$ cat src/design/button_press_length_classifier_top_defines.svh
// ----------------------------------------------------------------------------
// Button press length classifier assertion macros
// Concurrent assertion wrappers; they expand to nothing in synthesis.
// ----------------------------------------------------------------------------
`ifndef BUTTON_PRESS_LENGTH_CLASSIFIER_TOP_DEFINES_SVH
`define BUTTON_PRESS_LENGTH_CLASSIFIER_TOP_DEFINES_SVH

`ifndef SYNTHESIS
// Antecedent and consequent in the same cycle.
`define BPLC_ASSERT_SAME(lbl, clk, rst_n, ante, cons) \
	lbl: assert property (@(posedge clk) disable iff (!(rst_n)) (ante) |-> (cons)) \
		else $error("bplc assertion failed");
// Consequent in the cycle after the antecedent.
`define BPLC_ASSERT_NEXT(lbl, clk, rst_n, ante, cons) \
	lbl: assert property (@(posedge clk) disable iff (!(rst_n)) (ante) |=> (cons)) \
		else $error("bplc assertion failed");
`else
`define BPLC_ASSERT_SAME(lbl, clk, rst_n, ante, cons)
`define BPLC_ASSERT_NEXT(lbl, clk, rst_n, ante, cons)
`endif

`endif

$ cat src/design/bplc_pkg.sv
// ----------------------------------------------------------------------------
// Button press length classifier package
// Shared types, register map and reset values.
// ----------------------------------------------------------------------------
package bplc_pkg;

	localparam int APB_ADDR_W = 4;
	localparam int APB_DATA_W = 32;
	localparam int CNT_W      = 16;

	localparam int BLINK_PERIOD_DEF = 64;

	localparam logic [CNT_W-1:0] SHORT_MIN_RST  = 16'd20;
	localparam logic [CNT_W-1:0] MEDIUM_MIN_RST = 16'd512;
	localparam logic [CNT_W-1:0] LONG_MIN_RST   = 16'd1536;
	localparam logic [CNT_W-1:0] TOO_LONG_RST   = 16'd3072;

	typedef enum logic [1:0] {
		REG_SHORT_MIN  = 2'd0,
		REG_MEDIUM_MIN = 2'd1,
		REG_LONG_MIN   = 2'd2,
		REG_TOO_LONG   = 2'd3
	} reg_idx_t;

	typedef enum logic [1:0] {
		CLASS_NONE   = 2'd0,
		CLASS_SHORT  = 2'd1,
		CLASS_MEDIUM = 2'd2,
		CLASS_LONG   = 2'd3
	} press_class_t;

	typedef struct packed {
		logic [CNT_W-1:0] short_min;
		logic [CNT_W-1:0] medium_min;
		logic [CNT_W-1:0] long_min;
		logic [CNT_W-1:0] too_long;
	} cfg_t;

	typedef struct packed {
		logic         indicator;
		logic         action;
		press_class_t cls;
		logic         cls_valid;
	} result_t;

endpackage

$ cat src/design/bplc_regs.sv
// ----------------------------------------------------------------------------
// Button press length classifier configuration registers
// APB-style register file holding the four band thresholds.
// ----------------------------------------------------------------------------
module bplc_regs (
	input  logic                             clk,
	input  logic                             arst_n,
	input  logic                             psel,
	input  logic                             penable,
	input  logic                             pwrite,
	input  logic [bplc_pkg::APB_ADDR_W-1:0] paddr,
	input  logic [bplc_pkg::APB_DATA_W-1:0] pwdata,
	output logic [bplc_pkg::APB_DATA_W-1:0] prdata,
	output logic                             pready,
	output bplc_pkg::cfg_t                   cfg
);
	import bplc_pkg::*;

	cfg_t             cfg_q;
	reg_idx_t         idx;
	logic             wr_en;
	logic [CNT_W-1:0] rd_val;

	assign pready = 1'b1;
	assign idx    = reg_idx_t'(paddr[3:2]);
	assign wr_en  = psel && penable && pwrite;

	always_ff @(posedge clk or negedge arst_n) begin
		if (!arst_n) begin
			cfg_q.short_min  <= SHORT_MIN_RST;
			cfg_q.medium_min <= MEDIUM_MIN_RST;
			cfg_q.long_min   <= LONG_MIN_RST;
			cfg_q.too_long   <= TOO_LONG_RST;
		end else if (wr_en) begin
			unique case (idx)
				REG_SHORT_MIN:  cfg_q.short_min  <= pwdata[CNT_W-1:0];
				REG_MEDIUM_MIN: cfg_q.medium_min <= pwdata[CNT_W-1:0];
				REG_LONG_MIN:   cfg_q.long_min   <= pwdata[CNT_W-1:0];
				REG_TOO_LONG:   cfg_q.too_long   <= pwdata[CNT_W-1:0];
			endcase
		end
	end

	always_comb begin
		unique case (idx)
			REG_SHORT_MIN:  rd_val = cfg_q.short_min;
			REG_MEDIUM_MIN: rd_val = cfg_q.medium_min;
			REG_LONG_MIN:   rd_val = cfg_q.long_min;
			REG_TOO_LONG:   rd_val = cfg_q.too_long;
		endcase
	end

	assign prdata = {{(APB_DATA_W - CNT_W){1'b0}}, rd_val};
	assign cfg    = cfg_q;

endmodule

$ cat src/design/bplc_core.sv
// ----------------------------------------------------------------------------
// Button press length classifier core
// Press counter, blink phase, lamp state and release classification.
// ----------------------------------------------------------------------------
module bplc_core #(
	parameter int BLINK_PERIOD = bplc_pkg::BLINK_PERIOD_DEF
) (
	input  logic                clk,
	input  logic                arst_n,
	input  logic                adv,
	input  logic                button,
	input  bplc_pkg::cfg_t      cfg,
	output bplc_pkg::result_t   res
);
	import bplc_pkg::*;

	localparam int PhaseW = $clog2(BLINK_PERIOD);
	localparam logic [PhaseW-1:0] PhaseLast = PhaseW'(BLINK_PERIOD - 1);

	logic [CNT_W-1:0]  count_q, count_nxt;
	logic [PhaseW-1:0] phase_q, phase_nxt;
	logic              armed_q, armed_nxt;
	logic              ind_q, ind_nxt;
	logic              act_q, act_nxt;
	press_class_t      cls;
	logic              cls_valid;

	function automatic logic in_band(logic [CNT_W-1:0] v, logic [CNT_W-1:0] lo,
			logic [CNT_W-1:0] hi);
		return (v >= lo) && (v < hi);
	endfunction

	always_comb begin
		count_nxt = count_q;
		phase_nxt = phase_q;
		armed_nxt = armed_q;
		ind_nxt   = ind_q;
		act_nxt   = act_q;
		cls       = CLASS_NONE;
		cls_valid = 1'b0;
		if (button) begin
			// saturate; phase tracks count modulo the blink period
			if (count_q != '1) begin
				count_nxt = count_q + CNT_W'(1);
				phase_nxt = (phase_q == PhaseLast) ? '0 : phase_q + PhaseW'(1);
			end
			armed_nxt = 1'b1;
			priority if (in_band(count_nxt, cfg.medium_min, cfg.long_min)) begin
				ind_nxt = 1'b1;
			end else if (in_band(count_nxt, cfg.long_min, cfg.too_long)) begin
				if (phase_nxt == PhaseLast) begin
					ind_nxt = !ind_q;
				end
			end else if (count_nxt >= cfg.too_long) begin
				ind_nxt = 1'b0;
			end
		end else if (armed_q) begin
			priority if (in_band(count_q, cfg.short_min, cfg.medium_min)) begin
				cls = CLASS_SHORT;
			end else if (in_band(count_q, cfg.medium_min, cfg.long_min)) begin
				cls = CLASS_MEDIUM;
			end else if (in_band(count_q, cfg.long_min, cfg.too_long)) begin
				cls = CLASS_LONG;
			end else begin
				cls = CLASS_NONE;
			end
			ind_nxt   = 1'b0;
			count_nxt = '0;
			phase_nxt = '0;
			armed_nxt = 1'b0;
			cls_valid = 1'b1;
			unique case (cls)
				CLASS_SHORT:  act_nxt = !act_q;
				CLASS_MEDIUM: act_nxt = 1'b1;
				CLASS_LONG:   act_nxt = 1'b0;
				CLASS_NONE:   act_nxt = act_q;
			endcase
		end
	end

	always_ff @(posedge clk or negedge arst_n) begin
		if (!arst_n) begin
			count_q <= '0;
			phase_q <= '0;
			armed_q <= 1'b0;
			ind_q   <= 1'b0;
			act_q   <= 1'b1;
		end else if (adv) begin
			count_q <= count_nxt;
			phase_q <= phase_nxt;
			armed_q <= armed_nxt;
			ind_q   <= ind_nxt;
			act_q   <= act_nxt;
		end
	end

	assign res.indicator = ind_nxt;
	assign res.action    = act_nxt;
	assign res.cls       = cls;
	assign res.cls_valid = cls_valid;

endmodule

$ cat src/design/button_press_length_classifier_top.sv
// ----------------------------------------------------------------------------
// Button press length classifier top level
// Takes one button level per item and returns one item of lamp levels and,
// on release, the press class. An item is taken every clock cycle while
// in_stall is low; its result passes through the input register and then
// the result register, and the update of the press counter and lamp state
// between them gives one item per clock while out_stall is low. The
// four band thresholds are written over the APB port at byte addresses
// 0x0, 0x4, 0x8 and 0xC.
// ----------------------------------------------------------------------------
`include "button_press_length_classifier_top_defines.svh"

module button_press_length_classifier_top #(
	parameter int BLINK_PERIOD = bplc_pkg::BLINK_PERIOD_DEF
) (
	input  logic                             clk,
	input  logic                             arst_n,
	input  logic                             psel,
	input  logic                             penable,
	input  logic                             pwrite,
	input  logic [bplc_pkg::APB_ADDR_W-1:0] paddr,
	input  logic [bplc_pkg::APB_DATA_W-1:0] pwdata,
	output logic [bplc_pkg::APB_DATA_W-1:0] prdata,
	output logic                             pready,
	input  logic                             in_valid,
	output logic                             in_stall,
	input  logic                             button_pressed,
	output logic                             out_valid,
	input  logic                             out_stall,
	output logic                             indicator_lamp,
	output logic                             action_lamp,
	output logic [1:0]                       press_class,
	output logic                             class_valid
);
	import bplc_pkg::*;

	cfg_t         cfg;
	result_t      res;
	logic         valid_s1;
	logic         button_s1;
	logic         adv;
	logic         in_acc;
	logic         out_valid_s2;
	logic         ind_s2;
	logic         act_s2;
	press_class_t cls_s2;
	logic         cls_valid_s2;

	bplc_regs u_regs (
		.clk     (clk),
		.arst_n  (arst_n),
		.psel    (psel),
		.penable (penable),
		.pwrite  (pwrite),
		.paddr   (paddr),
		.pwdata  (pwdata),
		.prdata  (prdata),
		.pready  (pready),
		.cfg     (cfg)
	);

	bplc_core #(
		.BLINK_PERIOD (BLINK_PERIOD)
	) u_core (
		.clk    (clk),
		.arst_n (arst_n),
		.adv    (adv),
		.button (button_s1),
		.cfg    (cfg),
		.res    (res)
	);

	// advance the held item whenever the result register is free or draining
	assign adv      = valid_s1 && (!out_valid_s2 || !out_stall);
	assign in_stall = valid_s1 && !adv;
	assign in_acc   = in_valid && !in_stall;

	always_ff @(posedge clk or negedge arst_n) begin
		if (!arst_n) begin
			valid_s1 <= 1'b0;
		end else if (in_acc) begin
			valid_s1 <= 1'b1;
		end else if (adv) begin
			valid_s1 <= 1'b0;
		end
	end

	always_ff @(posedge clk) begin
		if (in_acc) begin
			button_s1 <= button_pressed;
		end
	end

	always_ff @(posedge clk or negedge arst_n) begin
		if (!arst_n) begin
			out_valid_s2 <= 1'b0;
		end else if (adv) begin
			out_valid_s2 <= 1'b1;
		end else if (!out_stall) begin
			out_valid_s2 <= 1'b0;
		end
	end

	always_ff @(posedge clk) begin
		if (adv) begin
			ind_s2       <= res.indicator;
			act_s2       <= res.action;
			cls_s2       <= res.cls;
			cls_valid_s2 <= res.cls_valid;
		end
	end

	assign out_valid      = out_valid_s2;
	assign indicator_lamp = ind_s2;
	assign action_lamp    = act_s2;
	assign press_class    = cls_s2;
	assign class_valid    = cls_valid_s2;

	`BPLC_ASSERT_SAME(a_release_clears_indicator, clk, arst_n, out_valid_s2 && cls_valid_s2, !ind_s2)
	`BPLC_ASSERT_SAME(a_class_only_on_release, clk, arst_n, out_valid_s2 && (cls_s2 != CLASS_NONE), cls_valid_s2)
	`BPLC_ASSERT_NEXT(a_held_item_not_classified, clk, arst_n, adv && button_s1, !cls_valid_s2)
	`BPLC_ASSERT_NEXT(a_advance_fills_output, clk, arst_n, adv, out_valid_s2)

endmodule
$ cat config.mk
export PLATFORM = sky130hd
export DESIGN_NAME = button_press_length_classifier_top
export DESIGN_NICKNAME = d
export VERILOG_FILES = /design/src/design/bplc_pkg.sv /design/src/design/bplc_regs.sv /design/src/design/bplc_core.sv /design/src/design/button_press_length_classifier_top.sv
export VERILOG_INCLUDE_DIRS = /design/src /design/src/design
export SDC_FILE = /design/constraint.sdc
export NUM_CORES = 1
export LEC_CHECK = 0
export BUFFER_PORTS_ARGS = -buffer_cell sky130_fd_sc_hd__buf_2
export CAP_MARGIN = 20
export CORE_MARGIN = 4
export CORE_UTILIZATION = 45
export CTS_BUF_LIST = sky130_fd_sc_hd__clkbuf_2 sky130_fd_sc_hd__clkbuf_4 sky130_fd_sc_hd__clkbuf_8
export DETAILED_ROUTE_END_ITERATION = 10
export PLACE_DENSITY = 0.68
export SETUP_SLACK_MARGIN = 0.3
export SLEW_MARGIN = 20
export SYNTH_ARGS = -nofsm -noshare
export SYNTH_HDL_FRONTEND = slang
export SYNTH_HIERARCHICAL = 1
export SYNTH_SLANG_ARGS = --single-unit
export TNS_END_PERCENT = 20
$ cat constraint.sdc
create_clock -name clk -period 5.3 [get_ports clk]
set_input_delay 1.06 -clock clk [delete_from_list [all_inputs] [get_ports clk]]
set_output_delay 1.06 -clock clk [all_outputs]
set_load 0.05 [all_outputs]
Yosys cells after proc, flatten, opt, wreduce, memory -nomap -nowiden
Index checks and enable logic that the tools add are counted.
Widths: inputs -> output; s select.
- $add $sub $neg: 2
- $lt $le $gt $ge: 11
- equal/unequal tests: 10
- multiplexer cells: 30
- bitwise operators: 1
- reduce and logical (&&, ||, !) cells: 27
- operators with widths (operator ; count):
    $ge 16x16->1 ; 6
    $lt 16x16->1 ; 5
    $mux 16 ; 4
    $pmux 16 s4 ; 1
    $mux 6 ; 5
    $add 16x1->16 const B ; 1
    $ne 16x16->1 const B ; 1
    $mux 1 ; 14
    $eq 6x6->1 const B ; 2
    $logic_and 1x1->1 ; 10
    $mux 2 ; 5
    $reduce_and 2->1 ; 5
    $eq 2x2->1 const B ; 4
    $add 6x1->6 const B ; 1
    $logic_not 1->1 ; 6
    $eq 2x1->1 const B ; 2
    $logic_not 2->1 ; 2
    $pmux 1 s4 ; 1
    $reduce_bool 2->1 ; 2
    $ne 2x1->1 const B ; 1
    $reduce_or 2->1 ; 1
    $logic_or 1x1->1 ; 1
    $not 1->1 ; 1
- flip-flop bits (word level): 97
- input port bits: 44
- output and inout port bits: 40
- word-level logic and storage cells: 97

Depth between registers and ports, before layout
Gate-level depths: netlist of the first run.
- depth after elaboration: 11
- depth in mapped cells: 16
- mapped depth without buffers: 14

Modules after synthesis
Netlist of the first run, hierarchy kept.
- modules (own cells, without submodules) (module ; times used ; cells an instance ; area an instance (µm²) ; seq. area each (µm²)):
    bplc_core ; 1 ; 525 ; 4247.8 ; 626.9
    bplc_regs ; 1 ; 180 ; 3014.1 ; 1610.3
    button_press_length_classifier_top ; 1 ; 14 ; 272.8 ; 230.2

Least setup slack after synthesis of the first run
OpenSTA, ideal clock, no wires.
- kind: flip-flop to flip-flop
- start: register u_core.count_q[1]
- end: register ind_s2, in the netlist indicator_lamp, data pin
- setup time: 0.251 ns
- data arrival time: 4.080 ns
- required time: 5.049 ns
- setup slack: 0.968 ns
- cell stages (with the launch flop): 16
- path buffers: 1
- period minus slack after synthesis: 4.332 ns
- cell sequence: dfrtp_1 > ha_1 > nand4_1 > nor4_2 > nor2_1 > and3_1 > xor2_1 > ha_1 > nand4_1 > or4_1 > o32ai_1 > nor3_1 > nor4b_2 > mux2i_1 > a31oi_1 > buf_4
- longest elaborated chain between the ends: 8
- elaborated cells between the ends (all ways): 19
- those cells by class: add/sub (1); order compare (5); eq/ne (2); mux (9); reduce/logical (2)
- RTL lines (element ; line ; source):
    start, declared ; bplc_core.sv:20 ; logic [CNT_W-1:0] count_q, count_nxt;
    start signal, assigned ; bplc_core.sv:89 ; count_q <= count_nxt;
    $add 16x1->16 / $ne 16x16->1 (equally long branches) ; bplc_core.sv:44, bplc_core.sv:43 ;
    $mux 16 / $mux 6 (equally long branches) ; bplc_core.sv:43 ; if (count_q != '1) begin
    $mux 16 / $mux 6 (equally long branches) ; bplc_core.sv:41 ; if (button) begin
    $ge 16x16->1, or another cell as far along ; bplc_core.sv:54 ; end else if (count_nxt >= cfg.too_long) begin
    $mux 1, or another cell as far along ; bplc_core.sv:54 ;
    $mux 1 ; bplc_core.sv:50 ; end else if (in_band(count_nxt, cfg.long_min, cfg.too_long)) begin
    $mux 1 * ; bplc_core.sv:48 ; priority if (in_band(count_nxt, cfg.medium_min, cfg.long_min)) begin
    $mux 1 * ; bplc_core.sv:41 ;
    via u_core.ind_nxt ; bplc_core.sv:23 ; logic ind_q, ind_nxt;
    end signal, assigned ; button_press_length_classifier_top.sv:106 ; ind_s2 <= res.indicator;
    end, declared ; button_press_length_classifier_top.sv:44 ; logic ind_s2;
The timed path passes the listed nets; every way through them passes the cells marked *. The select of a mux whose other input is x is not followed.
A chain may end at the register's enable or synchronous reset.

==> results of run 1 <==
registers in the layout, summed over array words and instances, names as in the netlist:
name,cells
action_lamp,1
button_s1,1
class_valid,1
indicator_lamp,1
out_valid,1
press_class,2
u_core/act_q,1
u_core/armed_q,1
u_core/count_q,16
u_core/ind_q,1
u_core/phase_q,6
u_regs/cfg,64
valid_s1,1
final cells by class:
type / count / area [um2] / share of cell area [%]
multi-input cells: 529 / 4580 / 56.6
flip-flops and latches: 97 / 2470 / 30.5
repair buffers: 59 / 325 / 4.02
well taps: 220 / 275 / 3.40
inverters: 71 / 267 / 3.29
clock buffers: 9 / 124 / 1.53
clock inverters: 7 / 52.6 / 0.649
cells by family after synthesis:
logic type,count (synthesis)
multiplexers,85
other,2
XOR/XNOR,8
buffers and inverters,108
AO/OA/AOI/OAI,152
flip-flops,97
AND/OR/NAND/NOR,154
adder cells (fa/ha/maj),113
metal layers:
| metal | vias to the layer above | global-route usage [%] | routed length, um |
|---|---|---|---|
| met2 | 119 | 32.4 | 8370 |
| li1 | 2734 | - | - |
| met3 | 27 | 3.18 | 765 |
| met5 | - | 0 | 0 |
| met4 | 0 | 8.20 | 492 |
| met1 | 2785 | 29.0 | 8510 |
report_power, final:
| part | internal [W] | total [W] | switching (W) | leakage, nW |
|---|---|---|---|---|
| clock | 0.000175 | 0.000464 | 0.000289 | 0.0870 |
| sequential | 0.000906 | 0.00104 | 0.000136 | 1.19 |
| combinational | 0.000478 | 0.00116 | 0.000682 | 2.64 |
worst max-delay path, stage by stage (launching register included):
cell and delay, ns:
dfrtp_1 0.68, nand4_2 0.23, or2_2 0.36, nor2_1 0.27, nand4_1 0.14, mux2_2 0.35
ha_1 0.33, nand4_1 0.18, or4_1 0.63, o32ai_1 0.37, nor3_1 0.12, nor4b_2 0.31
mux2i_1 0.28, a31oi_1 0.12
stage by stage:
step	utilization, %	instances	worst slack, ns
floorplan	-	734	0.968
global placement	48.1	976	0.825
detailed placement	48.1	976	0.773
CTS	49.1	992	0.730
global route	49.1	992	0.354
finish	49.1	992	0.659
how the worst max path moves through the flow:
stage,startpoint,endpoint,slack (ns),depth (start not counted)
after global routing,u_core/count_q[4],indicator_lamp,0.35,13
after CTS,u_core/count_q[4],indicator_lamp,0.73,13
after global placement,u_core/count_q[4],indicator_lamp,0.83,13
after floorplan,u_core/count_q[1],indicator_lamp,0.97,15
after detailed placement,u_core/count_q[4],indicator_lamp,0.77,13
final,u_core/count_q[4],indicator_lamp,0.66,13
cells in the mapped netlist, types with 6 or more instances:
library cell    n
and2_1          6
nor2_1         26
o21a_1          9
o21ai_0        30
nand2b_1       10
a21o_1          9
inv_1          70
a21oi_1        46
nand3_1        17
or2_2           6
dfstp_2         8
dfrtp_1        83
nand2_1        33
buf_4          23
a211oi_1        6
mux4_2         11
mux2_2         57
edfxtp_1        6
mux2_4         10
nand4_1        20
ha_1          113
a22o_1         16
cell usage in the layout (no fill, tap or decap), drive strengths merged, types with 4 or more instances in the layout:
| master | synthesis | final |
|---|---|---|
| o31ai | 4 | 4 |
| mux2 | 67 | 67 |
| nand2b | 10 | 10 |
| dfrtp | 83 | 83 |
| a2111oi | 5 | 5 |
| nor3 | 5 | 5 |
| mux4 | 16 | 16 |
| o21ai | 31 | 31 |
| o21a | 9 | 9 |
| a31oi | 4 | 4 |
| a21oi | 46 | 46 |
| a211oi | 6 | 6 |
| clkbuf | 5 | 9 |
| and2 | 6 | 6 |
| nand2 | 33 | 33 |
| dfstp | 8 | 8 |
| a22o | 16 | 16 |
| buf | 32 | 59 |
| a21o | 10 | 10 |
| xnor2 | 5 | 5 |
| ha | 113 | 113 |
| inv | 71 | 75 |
| or2 | 7 | 7 |
| nand3 | 18 | 18 |
| and3 | 4 | 4 |
| nor4 | 5 | 5 |
| nor2b | 5 | 5 |
| nand4 | 21 | 21 |
| nor2 | 27 | 27 |
| edfxtp | 6 | 6 |
| conb | 2 | 17 |
==> results.toml, run 1 <==
[critical_path]
r2r_slack_ns = 0.66
crit_path_max_fanout = 12
end_kind = "flip-flop"
crit_type = "flip-flop to flip-flop"
startpoint_type = "flip-flop"
r2r_cells = 13
cp.arrival_ns = 4.77
required_ns = 5.43
r2r_start = "u_core/count_q[4]"
r2r_end = "indicator_lamp"

[clock_tree]
cts_resized = 0
h-tree-depth = 3
tritoncts = "yes"
clk-insertion-delay-late_ns = 0.40
cts_hold_buffers = 0
cts-buffers-inserted = 9
clk_path_buf_depth = 2
postCtsSetupBuffers = 0
root_buffer = "clkbuf_8"
clkSinkCount = 97
clkTransAtPathRegs_ns = 0.10

[yosys]
synth_top_family_by_area = "adder cells"
synth_area_leaders = "dfrtp_1 (28%), ha_1 (19%), mux2_2 (8.5%)"
synth_mux_area_share_pct = 15.8
syn_avg_cell_area_um2 = 10.5
ys_types = 69
synth-xor-area-share_pct = 0.930
netlist_area_mm2 = 0.00753
ys.flop_type = "dfrtp_1"
syn-instance-count = 719
synth-compound-area-share_pct = 13.3
yosysTopAreaCell = "dfrtp_1"
synth_edf_count = 6
synth-seq-cells = 97
synth-simple-area-share_pct = 11.1
yosysTopAreaCellShare_pct = 27.6
synth_fa_ha_area_share_pct = 18.8
ys_seq_area_share_pct = 32.7
synth-async-reset-ratio_pct = 93.8
yosysWarnings = 6

[sta]
period_share_pct = 87.6
fin_setup_tns_ns = 0
drv_slew = 0
fin_hold_ws_ns = 0.499
fmax_mhz = 215
layout_min_cycle_time_ns = 4.64
setup_viol = 0
skew_ns = 0.0187
slew_headroom_pct = 26.0
grt_setup_unrepaired = "false"
tightest_slew_ns = 1.11
hold_viol_final = 0

[worst_hold_path]
hp-start = "valid_s1"
worstHoldPathCells = 1
hold_path.class = "flip-flop to flip-flop"
hold-path-endpoint = "out_valid"

[drt]
num_vias = 5665
via_per_inst = 5.71
routedWlPerCell_um = 18.3
drt_pass1_iterations = 5
drc = 0
drt_iter0_drc = 332
drtAntennaViolNets = 0
finalWirelength_um = 18100

[die]
die_y_um = 137
die_x_um = 137
rows = 47
io_pins = 84
die_area_mm2 = 0.0189
design.core.area_mm2 = 0.0165
start_util_pct = 45.8

[layout]
diodes = 0
postLayoutCellArea_mm2 = 0.00809
nNetsFinal = 924
drive_gt1_share_pct = 23.1
syn_to_final_growth_pct = 7.41
fillers = 1573

[power]
p_leak_nw = 3.92
p_per_area_mw_per_mm2 = 329
p_total_w = 0.00267
ir_drop_uv = 230

[global_routing]
grt_use_total_pct = 20.8
grt_pass1_wl_um = 30200
grt_start_max_net_pins = 49
antenna_found_initial = 0
grt_pass1_vias = 5595
overflow = 0

[run]
maxCapViolations = 0

[placed_design]
dpl-instance-area_mm2 = 0.00792
place_hpwl_um = 14000
port_buffers = 48
gp_congestion = 0.900

[outcome]
status = "finished, final reports clean"
Power figures use the tool's default switching activity.
==> run 2: changes to the inputs <==
--- a/config.mk
+++ b/config.mk
@@ -6,13 +6,14 @@
 export SDC_FILE = /design/constraint.sdc
 export NUM_CORES = 1
 export LEC_CHECK = 0
+export ABC_CLOCK_PERIOD_IN_PS = 5300
 export BUFFER_PORTS_ARGS = -buffer_cell sky130_fd_sc_hd__buf_2
 export CAP_MARGIN = 20
 export CORE_MARGIN = 4
 export CORE_UTILIZATION = 45
 export CTS_BUF_LIST = sky130_fd_sc_hd__clkbuf_2 sky130_fd_sc_hd__clkbuf_4 sky130_fd_sc_hd__clkbuf_8
 export DETAILED_ROUTE_END_ITERATION = 10
-export PLACE_DENSITY = 0.68
+export MAX_ROUTING_LAYER = met4
 export SETUP_SLACK_MARGIN = 0.3
 export SLEW_MARGIN = 20
 export SYNTH_ARGS = -nofsm -noshare
==> run 2 against run 1 <==
Worst setup slack better by 0.039 ns. Worst hold slack hardly changed. Utilization is 0.17 points higher.
==> results.toml, run 2 (same netlist as run 1, synthesis figures left out) <==
[outcome]
status = "finished, final reports clean"

[critical_path]
crit_path_max_fanout = 12
startpoint_type = "flip-flop"
cp_cell_sequence = "nand4_2 > or2_2 > nor2_1 > nand4_1 > mux2_2 > ha_1 > nand4_1 > or4_1 > o32ai_1 > nor3_1 > nor4b_2 > mux2i_1 > a31oi_1"
slowest_stage = "dfrtp_1"
r2r_slack_ns = 0.70
r2r_end = "indicator_lamp"
r2r_cells = 13
required_ns = 5.44
path_buf_inv = 0
crit_type = "flip-flop to flip-flop"
end_kind = "flip-flop"
cpLargestDelayFamily = "simple AND/OR/NAND/NOR gates"
cp.arrival_ns = 4.74
crit_path_frequent_cell = "nand4_1"
critPathMaxStageDelay_ns = 0.65
r2r_start = "u_core/count_q[4]"

[sta]
grt_setup_unrepaired = "false"
fin_setup_tns_ns = 0
drv_slew = 0
period_share_pct = 86.8
layout_min_cycle_time_ns = 4.60
setup_viol = 0
slew_headroom_pct = 25.3
skew_ns = 0.0133
hold_viol_final = 0
fmax_mhz = 217
tightest_slew_ns = 1.12

[layout]
nNetsFinal = 923
fillers = 1552
final_cell_mix = "ha_1 (113), dfrtp_1 (83), inv_1 (70)"
drive_gt1_share_pct = 23.0
diodes = 0
postLayoutCellArea_mm2 = 0.00812
layout_commonest_cell = "ha_1"
largest_reg_flops = 64
syn_to_final_growth_pct = 7.79

[drt]
drtAntennaViolNets = 0
drt_pass1_iterations = 5
finalWirelength_um = 19600
drc = 0
drt_iter0_drc = 319
num_vias = 5739
via_per_inst = 5.79
routedWlPerCell_um = 19.8

[placed_design]
dpl-instance-area_mm2 = 0.00792
place_hpwl_um = 15500
port_buffers = 48
gp_congestion = 0.963

[clock_tree]
postCtsSetupBuffers = 0
clk-insertion-delay-late_ns = 0.39
cts_resized = 0
cts_hold_buffers = 0
root_buffer = "clkbuf_8"
clkSinkCount = 97
clkTransAtPathRegs_ns = 0.10
h-tree-depth = 3
cts-buffers-inserted = 9
tritoncts = "yes"
clk_path_buf_depth = 2

[die]
io_pins = 84
die_x_um = 137
rows = 47
die_y_um = 137
start_util_pct = 45.8
design.core.area_mm2 = 0.0165
die_area_mm2 = 0.0189

[worst_hold_path]
hold_path.class = "flip-flop to flip-flop"
worstHoldPathCells = 1
hold-path-endpoint = "out_valid"
hp-start = "valid_s1"

[global_routing]
grt_use_total_pct = 22.5
grt_start_max_net_pins = 47
grt_pass1_wl_um = 31400
antenna_found_initial = 0
grt_pass1_vias = 5717
overflow = 0

[run]
maxCapViolations = 0

[power]
ir_drop_uv = 198
p_per_area_mw_per_mm2 = 339
p_leak_nw = 3.93
-- run 2: cell types whose count changed in the layout (fill, tap and decap cells not counted), sizes merged --
cell	before	now
inv	75	71
clkbuf	9	12
buf	59	58
bufinv	0	1
-- run 2: worst max-delay path by stage --
| stage | from | depth (start not counted) | slack (ns) | end |
|---|---|---|---|---|
| 2_1_floorplan | u_core/count_q[1] | 15 | 0.97 | indicator_lamp |
| 6_report | u_core/count_q[4] | 13 | 0.70 | indicator_lamp |
| 3_3_place_gp | u_core/count_q[4] | 14 | 0.81 | indicator_lamp |
| 5_1_grt | u_core/count_q[4] | 14 | 0.37 | indicator_lamp |
| 4_1_cts | u_core/count_q[4] | 13 | 0.73 | indicator_lamp |
| 3_5_place_dp | u_core/count_q[4] | 13 | 0.77 | indicator_lamp |
-- run 2: final cells by class --
class                   instances  area (um2)  share of cell area (%)
clock inverters                 4        53.8                   0.662
repair buffers                 58         318                    3.91
inverters                      71         267                    3.28
multi-input cells             529        4590                    56.5
well taps                     220         275                    3.39
flip-flops and latches         97        2470                    30.4
clock buffers                  12         153                    1.88
-- run 2: per-stage QoR --
step / instances / worst slack (ns) / power [W] / hold WS (ns) / utilization (%)
2_1_floorplan: 734 / 0.968 / 0.00191 / 0.466 / -
3_3_place_gp: 975 / 0.807 / 0.00218 / 0.471 / 48.1
3_5_place_dp: 975 / 0.771 / 0.00223 / 0.483 / 48.1
4_1_cts: 991 / 0.731 / 0.00276 / 0.504 / 49.3
5_1_grt: 991 / 0.368 / 0.00296 / 0.519 / 49.3
6_report: 991 / 0.698 / 0.00275 / 0.499 / 49.3
-- run 2: worst register-to-register path: stages, from the launching register on --
cell	delay, ns
dfrtp_1	0.65
nand4_2	0.23
or2_2	0.36
nor2_1	0.24
nand4_1	0.14
mux2_2	0.36
ha_1	0.33
nand4_1	0.18
or4_1	0.63
o32ai_1	0.37
nor3_1	0.13
nor4b_2	0.33
mux2i_1	0.28
a31oi_1	0.11
-- run 2: power by group --
group | internal (W) | leakage, nW | switching (W) | total (W)
combinational | 0.000485 | 2.64 | 0.000709 | 0.00119
clock | 0.000243 | 0.0996 | 0.000282 | 0.000525
sequential | 0.000906 | 1.19 | 0.000127 | 0.00103
total | 0.00163 | 3.93 | 0.00112 | 0.00275
-- run 2: layer usage --
metal / track usage (%) / wire length [um]
met5: - / 0
met4: 7.93 / 564
met3: 2.89 / 842
met2: 35.4 / 9250
met1: 30.1 / 8980
